### config.mk
export PLATFORM = sky130hd
export DESIGN_NAME = psrwt_ctrl
export DESIGN_NICKNAME = d
export VERILOG_FILES = /design/src/rtl/psrwt_pkg.sv /design/src/rtl/psrwt_ctrl.sv
export SDC_FILE = /design/constraint.sdc
export NUM_CORES = 1
export LEC_CHECK = 0
export BUFFER_PORTS_ARGS = -buffer_cell sky130_fd_sc_hd__buf_2
export CAP_MARGIN = 20
export CORE_AREA = 5 5 42 44
export DETAILED_ROUTE_END_ITERATION = 8
export DIE_AREA = 0 0 47 49
export PLACE_DENSITY = 0.66
export SLEW_MARGIN = 15
export SYNTH_ARGS = -nofsm -noshare
export SYNTH_HDL_FRONTEND = slang
export SYNTH_SLANG_ARGS = --single-unit
### constraint.sdc
create_clock -name clk -period 1.3 [get_ports clk]
set_clock_uncertainty 0.15 [all_clocks]
set_input_delay 0.065 -clock clk [delete_from_list [all_inputs] [get_ports clk]]
set_output_delay 0.065 -clock clk [all_outputs]
set_load 0.05 [all_outputs]
### src/rtl/psrwt_pkg.sv
package psrwt_pkg;

	localparam int DEF_WINDOW      = 512;
	localparam int DEF_NUM_SENDERS = 16;

	localparam int SND_W    = 4;
	localparam int SEQ_W    = 32;
	localparam int STATUS_W = 2;
	// Number of bitmap bits held in one memory word.
	localparam int WORD_W   = 64;
	localparam int BIT_W    = 6;

	localparam int IN_DATA_W  = 40;
	localparam int OUT_DATA_W = 40;

	localparam logic [STATUS_W-1:0] ST_OK      = 2'd0;
	localparam logic [STATUS_W-1:0] ST_DUP     = 2'd1;
	localparam logic [STATUS_W-1:0] ST_OVERRUN = 2'd2;
	localparam logic [STATUS_W-1:0] ST_REJECT  = 2'd3;

	localparam logic FUNC_SET = 1'b1;

	typedef enum logic [3:0] {
		S_CLEAR,
		S_IDLE,
		S_READ,
		S_EVAL,
		S_SCAN,
		S_WRITE,
		S_RDNEXT,
		S_LDNEXT,
		S_RESP
	} state_t;

	typedef struct packed {
		logic load;
		logic rd;
		logic eval;
		logic scan;
		logic wb;
		logic ldw;
		logic push;
		logic clr;
	} cmd_t;

	typedef struct packed {
		logic clr_done;
		logic need_scan;
		logic scan_stop;
		logic scan_wrap;
		logic out_free;
	} stat_t;

endpackage

### src/rtl/psrwt_ctrl.sv
module psrwt_ctrl
	import psrwt_pkg::*;
(
	input  logic  clk,
	input  logic  arst_n,
	input  logic  s_tvalid,
	input  stat_t stat,
	output logic  s_tready,
	output cmd_t  cmd
);

	state_t state_q;
	state_t state_d;

	always_ff @(posedge clk or negedge arst_n) begin
		if (!arst_n) begin
			state_q <= S_CLEAR;
		end else begin
			state_q <= state_d;
		end
	end

	always_comb begin
		state_d  = state_q;
		cmd      = '0;
		s_tready = 1'b0;
		case (state_q)
			S_CLEAR: begin
				cmd.clr = 1'b1;
				if (stat.clr_done) begin
					state_d = S_IDLE;
				end
			end
			S_IDLE: begin
				s_tready = 1'b1;
				if (s_tvalid) begin
					cmd.load = 1'b1;
					state_d  = S_READ;
				end
			end
			S_READ: begin
				cmd.rd  = 1'b1;
				state_d = S_EVAL;
			end
			S_EVAL: begin
				cmd.eval = 1'b1;
				state_d  = stat.need_scan ? S_SCAN : S_RESP;
			end
			S_SCAN: begin
				cmd.scan = 1'b1;
				if (stat.scan_stop) begin
					state_d = S_RESP;
				end else if (stat.scan_wrap) begin
					state_d = S_WRITE;
				end
			end
			S_WRITE: begin
				cmd.wb  = 1'b1;
				state_d = S_RDNEXT;
			end
			S_RDNEXT: begin
				cmd.rd  = 1'b1;
				state_d = S_LDNEXT;
			end
			S_LDNEXT: begin
				cmd.ldw = 1'b1;
				state_d = S_SCAN;
			end
			S_RESP: begin
				if (stat.out_free) begin
					cmd.push = 1'b1;
					state_d  = S_IDLE;
				end
			end
			default: begin
				state_d = S_CLEAR;
			end
		endcase
	end

endmodule

==> flow_summary_export.csv, run 1 <==
group,metric,value,unit
yosys,synth.mux.area_fraction,0,%
critical_path,arrival,1.42,ns
min_path,hold_class,"input pin to register",
yosys,syn_area,379,um^2
critical_path,crit_fanout,3,
yosys,yosysMostFrequentCell,"nor2_1",
cts,clockBufferDepth,2,
yosys,ys_seq_area_share,26.4,%
yosys,synth-edff-count,0,
sta,min_period,1.63,ns
finish,final_area,977,um^2
floorplan,start_util,27.1,%
routing,drc,0,
yosys,synthAdderAreaFrac,0,%
sta,worst_slew_pin_slew,0.276,ns
yosys,syn_nets,53,
finish,final_nets,101,
placed_design,dp_hpwl,839,um
routing,ant_nets,0,
floorplan,io_pins,17,
status,outcome,"finished with violations",
routing,wl,1860,um
yosys,synth.ff_latch_count,4,
cts,htreeDepth,1,
routing,drt_iter0_drc,6,
sta,max_freq,613,MHz
critical_path,end_kind,"output port",
yosys,syn_area_per_cell,8.42,um^2
sta,relSlewSlack,81.5,%
power,p_leak,0.000454,uW
finish,layout-area-overhead-vs-synth,158,%
floorplan,die_w,47,um
sta,hold_violations,1,
global_route,grt.overflow.total,0,
yosys,syn_inst,45,
run,drv_cap,0,
yosys,async_reset_ff_share,100,%
routing,vias,561,
cts,cts_hold_buf,2,
yosys,synth_cell_types,26,
sta,setup_viol,13,
critical_path,crit_required,1.09,ns
floorplan,die_h,49,um
yosys,ys_top_cells_by_count,"nor2_1, dfrtp_1",
global_route,grt_pass1_wl,2750,um
floorplan,coreArea,1400,um^2
sta,rsz0062_at_grt,"true",
cts,cts_tree,"done",
global_route,antenna_found_initial,0,
finish,top_regs,"state_q x4",
cts,worstSkewPairLatency,0.24,ns
yosys,yosys_warnings,0,
cts,root_buffer,"clkbuf_4",
global_route,first_global_vias,610,
critical_path,worstSetupPathType,"register to output port",
finish,drive_gt1_share,81.3,%
yosys,synth-simple-area-share,39.9,%
power,irDropWorstVdd,1.86,mV
cts,clk_pin_slew_worst_paths,0.04,ns
sta,setup-tns-final,-3.13,ns
yosys,synth_top_family_by_area,"simple AND/OR/NAND/NOR gates",
placed_design,port_buffers,16,
sta,maxSlewViolCount,0,
critical_path,crit_path_start_kind,"register",
global_route,grt_max_degree,9,
routing,firstDrtPassIters,4,
yosys,yosys.area_share.xor_xnor,0,%
floorplan,rows,14,
placed_design,dpl_cell_area,607,um^2
floorplan,die_area,2300,um^2
placed_design,pre_cts_ws,-0.279,ns
sta,setup_slack,-0.332,ns
finish,antennaDiodeCount,0,
routing,viasPerCell,5.24,
sta,worst_hold_slack,-0.00272,ns
yosys,yosysTopAreaCellShare,26.4,%
cts,clkSinkCount,4,
global_route,groute.usage.overall,16.7,%
yosys,synth_ff_type,"dfrtp_1",
yosys,synth_compound_area_share,20.5,%
placed_design,gp_congestion,0.806,
power,p_per_area,2830,nW/um^2
finish,top_register,"state_q",
yosys,ys_top_cells_by_area,"dfrtp_1, buf_6, nor2_1",
yosys,synth_top_area_cell,"dfrtp_1",
cts,numCtsBuffers,3,
sta,post-route-period-util,126,%
routing,wire_per_inst,17.3,um
finish,largest_reg_flops,4,
status,violations,"negative hold slack, negative setup slack",
## metal layers
| layer | global-route usage [%] | vias up | routed length, um |
|---|---|---|---|
| met4 | 13.4 | 0 | 133 |
| met1 | 19.1 | 262 | 740 |
| li1 | - | 256 | - |
| met2 | 25.8 | 29 | 915 |
| met3 | 2.95 | 14 | 66 |
| met5 | 0 | - | 0 |
## through the flow
| step | instances | total power [uW] | hold WS (ns) | utilization, % |
|---|---|---|---|---|
| 2_1_floorplan | 45 | 1260 | -0.381 | - |
| 3_3_place_gp | 87 | 1620 | -0.280 | 43.3 |
| 3_5_place_dp | 87 | 1630 | -0.276 | 43.3 |
| 4_1_cts | 102 | 2350 | -0.0161 | 61.3 |
| 5_1_grt | 107 | 2890 | -0.00902 | 69.7 |
| 6_report | 107 | 2760 | -0.00272 | 69.7 |
## worst paths after layout
check | from | endpoint | slack, ns | cells after the start
max | state_q[2]$_DFFE_PN0P_ | cmd[7] | -0.33 | 4
min | stat[0] | state_q[3]$_DFFE_PN0P_ | -0.003 | 3
max reg2reg | state_q[1]$_DFFE_PN0P_ | state_q[0]$_DFFE_PN0P_ | -0.24 | 5
min reg2reg | state_q[2]$_DFFE_PN0P_ | state_q[3]$_DFFE_PN0P_ | 0.59 | 3
max in group asynchronous | arst_n | state_q[3]$_DFFE_PN0P_ | 0.85 | 2
min in group asynchronous | arst_n | state_q[2]$_DFFE_PN0P_ | 0.01 | 2
## report_power, final
| group | total, uW | internal (uW) | switching [uW] | leakage [uW] |
|---|---|---|---|---|
| clock network | 162 | 104 | 58.7 | 0.0000138 |
| logic | 2290 | 1180 | 1110 | 0.000394 |
| registers | 305 | 194 | 112 | 0.0000462 |
## repair_timing
item                                    4_1_cts  5_1_grt
setup buffers                                10        6
hold endpoints to repair                      6        1
resized for setup                            41       20
pin swaps                                     8        9
endpoints found under the setup margin       12       13
## layout by cell type, fill, tap and decap left out, drive strengths merged, types with 3 or more instances in the layout
master / instances
a21oi: 3
dfrtp: 4
buf: 45
nand2: 3
clkbuf: 3
nand2b: 3
nor2: 6
inv: 3
## cell type report
| class | instances | area, um^2 |
|---|---|---|
| clock buffers | 3 | 22.5 |
| fillers | 94 | 424 |
| well taps | 16 | 20.0 |
| inverters | 3 | 13.8 |
| flip-flops and latches | 4 | 105 |
| multi-input cells | 34 | 373 |
| repair buffers | 47 | 443 |
## worst max-delay path, stage by stage, from the launching register on
cell	delay [ns]
dfrtp_2	0.42
buf_4	0.14
nor4b_4	0.28
and2_4	0.19
buf_8	0.13
## cells by family after synthesis
group	after synthesis
DFF	4
buffers and inverters	7
and+or+nand+nor	24
AOI/OAI and AO/OA	10
Note: power is estimated with default switching activity, not from simulation.
==> run 2: changes to the inputs <==
--- a/config.mk
+++ b/config.mk
@@ -10,6 +10,7 @@
 export CORE_AREA = 5 5 42 44
 export DETAILED_ROUTE_END_ITERATION = 8
 export DIE_AREA = 0 0 47 49
+export HOLD_SLACK_MARGIN = 0.12
 export PLACE_DENSITY = 0.66
 export SLEW_MARGIN = 15
 export SYNTH_ARGS = -nofsm -noshare
==> run 2 against run 1 <==
Compared with the run above:
- the run still ends with negative hold slack, negative setup slack left
- register-to-register slack got worse by 0.03 ns
- worst setup slack gained 0.032 ns
- die area is the same
- non-clock buffer count up 1
- total power shrank 4.2%
- first-iteration DRC count is 120% higher
- critical path type unchanged
- critical endpoint unchanged
==> flow_summary_export.csv, run 2 (synthesized netlist as in run 1, its figures left out) <==
group,metric,value,unit
status,outcome,"finished with violations",
status,violations,"negative hold slack, negative setup slack",
cts,root_buffer,"clkbuf_4",
placed_design,port_buffers,16,
finish,largest_reg_flops,4,
placed_design,gp_congestion,0.806,
finish,final_nets,102,
critical_path,crit_required,1.09,ns
critical_path,worstSetupPathType,"register to output port",
power,p_per_area,2790,nW/um^2
run,drv_cap,0,
routing,firstDrtPassIters,4,
sta,hold_violations,1,
floorplan,die_area,2300,um^2
sta,min_period,1.60,ns
floorplan,die_w,47,um
sta,rsz0062_at_grt,"true",
finish,multiInputGateArea,345,um^2
cts,cts_tree,"done",
routing,vias,555,
sta,worst_slew_pin_slew,0.273,ns
sta,maxSlewViolCount,0,
sta,setup_slack,-0.299,ns
finish,final_common_cell,"buf_4",
power,power,2650,uW
critical_path,arrival,1.38,ns
routing,ant_nets,0,
routing,wl,1810,um
finish,top_register,"state_q",
critical_path,crit_path_start_kind,"register",
routing,drc,0,
floorplan,coreArea,1400,um^2
sta,setup-tns-final,-3.18,ns
power,p_leak,0.000447,uW
global_route,grt_max_degree,9,
finish,drive_gt1_share,77.2,%
cts,cts_hold_buf,4,
sta,setup_viol,13,
floorplan,rows,14,
floorplan,die_h,49,um
global_route,antenna_found_initial,0,
global_route,grt.overflow.total,0,
placed_design,dp_hpwl,839,um
cts,worstSkewPairLatency,0.25,ns
floorplan,start_util,27.1,%
finish,fillerInstances,101,
cts,numCtsBuffers,3,
sta,worst_hold_slack,-0.0221,ns
global_route,grt_pass1_wl,2730,um
cts,htreeDepth,1,
routing,wire_per_inst,16.7,um
cts,clockBufferDepth,2,
placed_design,dp.cells,87,
critical_path,end_kind,"output port",
power,irDropWorstVdd,2.05,mV
cts,clk_pin_slew_worst_paths,0.04,ns
sta,relSlewSlack,81.7,%
cts,clkSinkCount,4,
finish,layout_common_cells,"buf_4, buf_6, buf_2",
sta,post-route-period-util,123,%
sta,max_freq,625,MHz
finish,antennaDiodeCount,0,
finish,top_regs,"state_q x4",
min_path,hold_class,"input pin to register",
finish,ff_latch_area,105,um^2
global_route,first_global_vias,581,
routing,drt_iter0_drc,13,
global_route,groute.usage.overall,16.9,%
critical_path,crit_fanout,3,
routing,viasPerCell,5.14,
finish,layout-area-overhead-vs-synth,150,%
finish,finalNonFillerCells,108,
floorplan,io_pins,17,
==> run 2: cell type report <==
type                            count  share of cell area (%)
Timing Repair Buffer               48                    46.6
Inverter                            3                    1.45
Multi-Input combinational cell     34                    36.4
Sequential cell                     4                    11.1
Tap cell                           16                    2.11
Clock buffer                        3                    2.37
==> run 2: path summary, 6_finish.rpt <==
| path | start | endpoint | slack (ns) | cells past startpoint |
|---|---|---|---|---|
| min in group asynchronous | arst_n | state_q[2]$_DFFE_PN0P_ | 0.57 | 3 |
| hold reg to reg | state_q[0]$_DFFE_PN0P_ | state_q[0]$_DFFE_PN0P_ | 0.60 | 2 |
| setup reg to reg | state_q[2]$_DFFE_PN0P_ | state_q[1]$_DFFE_PN0P_ | -0.27 | 5 |
| max in group asynchronous | arst_n | state_q[3]$_DFFE_PN0P_ | 0.23 | 3 |
| hold / removal | stat[0] | state_q[3]$_DFFE_PN0P_ | -0.02 | 3 |
| setup / recovery | state_q[2]$_DFFE_PN0P_ | cmd[7] | -0.30 | 4 |
==> run 2: layer usage <==
layer / up-vias / GRT usage, % / wire length, um
li1: 261 / - / -
met1: 270 / 18.8 / 644
met2: 17 / 27.8 / 1040
met3: 7 / 4.06 / 81
met4: 0 / 9.68 / 44
met5: - / 0 / 0
==> run 2: critical path, cell delays in order, from the launching register on <==
cell	delay, ns
dfrtp_2	0.42
buf_6	0.12
nor4b_4	0.26
and2_4	0.19
buf_8	0.14
==> run 2: timing repair <==
action,4_1_cts,5_1_grt
hold endpoints to repair,7,2
pin swaps,8,9
cloned,0,0
setup buffers,10,5
endpoints found under the setup margin,12,13
resized for setup,41,14
==> run 2: report_power, final <==
part | switching [uW] | internal, uW | total [uW]
Combinational | 1050 | 1120 | 2170
Sequential | 119 | 193 | 313
Clock | 61.4 | 104 | 165
Total | 1230 | 1420 | 2650
==> run 2: through the flow <==
step	util [%]	cell area, um^2	setup slack [ns]
final	67.8	950	-0.299
after global routing	67.8	950	-0.376
after CTS	62.8	880	-0.314
after detailed placement	43.3	607	-0.279
after global placement	43.3	607	-0.239
after floorplan	-	440	-0.551
==> run 3: changes to the inputs <==
--- a/config.mk
+++ b/config.mk
@@ -12,6 +12,7 @@
 export DIE_AREA = 0 0 47 49
 export HOLD_SLACK_MARGIN = 0.12
 export PLACE_DENSITY = 0.66
+export SKIP_LAST_GASP = 1
 export SLEW_MARGIN = 15
 export SYNTH_ARGS = -nofsm -noshare
 export SYNTH_HDL_FRONTEND = slang
==> run 3 against run 2 <==
Compared with the run above:
- the flow still finishes with violations (negative hold slack, negative setup slack)
- via count down 0.54%
- combinational power up 3%
- die area unchanged
- final cell count down 0.93%
- sequential power down 3%
- critical endpoint unchanged
- largest cell class unchanged
- largest power group unchanged
==> flow_summary_export.csv, run 3 (synthesized netlist as in run 1, its figures left out) <==
group,metric,value,unit
power,p_per_area,2770,nW/um^2
run,drv_cap,0,
floorplan,die_w,47,um
cts,cts_hold_buf,5,
finish,final_common_cell,"buf_6",
finish,top_regs,"state_q x4",
global_route,groute.usage.overall,16.2,%
placed_design,dpl_cell_area,607,um^2
sta,post-route-period-util,125,%
sta,setup_viol,13,
floorplan,io_pins,17,
global_route,grt.overflow.total,0,
critical_path,slowest_delay,0.44,ns
finish,final_nets,101,
routing,drc,0,
power,p_sw,1250,uW
sta,relSlewSlack,81.7,%
floorplan,rows,14,
power,power,2700,uW
critical_path,cp_cell_sequence,"buf_6, nor4b_4, and2_4, buf_8",
global_route,first_global_vias,590,
cts,numCtsBuffers,3,
sta,hold_violations,1,
critical_path,crit_required,1.09,ns
critical_path,timing.critical_path.buf_inv,2,
global_route,grt_pass1_wl,2660,um
finish,antennaDiodeCount,0,
critical_path,worstSetupPathType,"register to output port",
floorplan,die_area,2300,um^2
status,outcome,"finished with violations",
routing,firstDrtPassIters,5,
cts,worstSkewPairLatency,0.24,ns
finish,drive_gt1_share,76.9,%
routing,wl,1750,um
floorplan,start_util,27.1,%
sta,max_freq,617,MHz
sta,worst_hold_slack,-0.00170,ns
sta,rsz0062_at_grt,"true",
sta,setup_slack,-0.322,ns
finish,layout-area-overhead-vs-synth,157,%
cts,root_buffer,"clkbuf_4",
global_route,grt_max_degree,9,
placed_design,dp_hpwl,839,um
power,p_leak,0.000443,uW
cts,clk_pin_slew_worst_paths,0.04,ns
sta,maxSlewViolCount,0,
placed_design,gp_congestion,0.806,
routing,ant_nets,0,
finish,largest_reg_flops,4,
critical_path,arrival,1.41,ns
power,clkPwrFrac,5.9,%
global_route,antenna_found_initial,0,
critical_path,crit_path_start_kind,"register",
sta,worst_slew_pin_slew,0.272,ns
cts,clockBufferDepth,2,
routing,drt_iter0_drc,4,
power,irDropWorstVdd,1.71,mV
power,power_frac_seq,11.3,%
critical_path,end_kind,"output port",
critical_path,cpLargestDelayFamily,"simple AND/OR/NAND/NOR gates",
power,p_int,1440,uW
finish,fillerInstances,95,
status,violations,"negative hold slack, negative setup slack",
cts,htreeDepth,1,
routing,viasPerCell,5.16,
finish,top_register,"state_q",
routing,wire_per_inst,16.4,um
placed_design,port_buffers,16,
power,comb_power_share,82.8,%
power,p_sw_share,46.5,%
sta,min_period,1.62,ns
finish,layout_common_cells,"buf_6, buf_4, buf_2",
floorplan,coreArea,1400,um^2
critical_path,crit_fanout,3,
finish,final_area,973,um^2
cts,clkSinkCount,4,
routing,vias,552,
critical_path,cp_slowest_cell,"dfrtp_2",
sta,setup-tns-final,-3.27,ns
placed_design,pre_cts_ws,-0.279,ns
min_path,hold_class,"input pin to register",
floorplan,die_h,49,um
cts,cts_tree,"done",
[run 3: cell count changes in the layout (fill, tap and decap cells not counted), sizes merged]
cell         delta
buf             -2
dlygate4sd3     +1
[run 3: worst paths after layout]
path,from,depth (start not counted),to,slack [ns]
worst max-delay path,state_q[2]$_DFFE_PN0P_,4,cmd[7],-0.32
worst min-delay path,stat[0],3,state_q[3]$_DFFE_PN0P_,-0.002
worst max register to register,state_q[2]$_DFFE_PN0P_,4,state_q[3]$_DFFE_PN0P_,-0.28
worst min register to register,state_q[0]$_DFFE_PN0P_,2,state_q[0]$_DFFE_PN0P_,0.55
max in group asynchronous,arst_n,3,state_q[0]$_DFFE_PN0P_,0.23
min in group asynchronous,arst_n,3,state_q[2]$_DFFE_PN0P_,0.58
[run 3: repair_timing]
item                                    in CTS  in global routing
buffers inserted                            10                  3
resized for setup                           38                 22
endpoints found under the setup margin      12                 13
pin swaps                                    7                 11
endpoints found under the hold margin        7                  2
[run 3: layout make-up]
cell class              instances  area (um^2)  area share (%)
inverters                       3         16.3            1.67
repair buffers                 47          445            45.8
well taps                      16         20.0            2.06
multi-input cells              34          364            37.4
flip-flops and latches          4          105            10.8
clock buffers                   3         22.5            2.31
[run 3: routing by layer]
metal	up-vias	GRT usage [%]	routed length (um)
li1	257	-	-
met1	270	18.2	635
met2	21	25.8	972
met3	4	4.06	93
met4	0	10.1	49
met5	-	0	0
[run 3: per-stage QoR]
step                util, %  cells  hold slack, ns
global placement       43.3     87          -0.280
finish                 69.5    107        -0.00170
floorplan                 -     45          -0.381
global route           69.5    107        -0.00645
CTS                    62.7    105         -0.0161
detailed placement     43.3     87          -0.276
[run 3: worst reg2reg max path, cell delays in order, from the launching register on]
cell,delay [ns]
dfrtp_2,0.44
buf_6,0.13
buf_8,0.13
or4_4,0.48
a21oi_2,0.16
[run 3: power by group through the flow]
| stage | Clock, uW | Combinational [uW] | Sequential [uW] |
|---|---|---|---|
| 6_report | 159 | 2230 | 305 |
| 3_5_place_dp | 0 | 1320 | 311 |
| 2_1_floorplan | 0 | 1010 | 255 |
| 4_1_cts | 161 | 1870 | 291 |
| 3_3_place_gp | 0 | 1310 | 311 |
| 5_1_grt | 182 | 2360 | 314 |
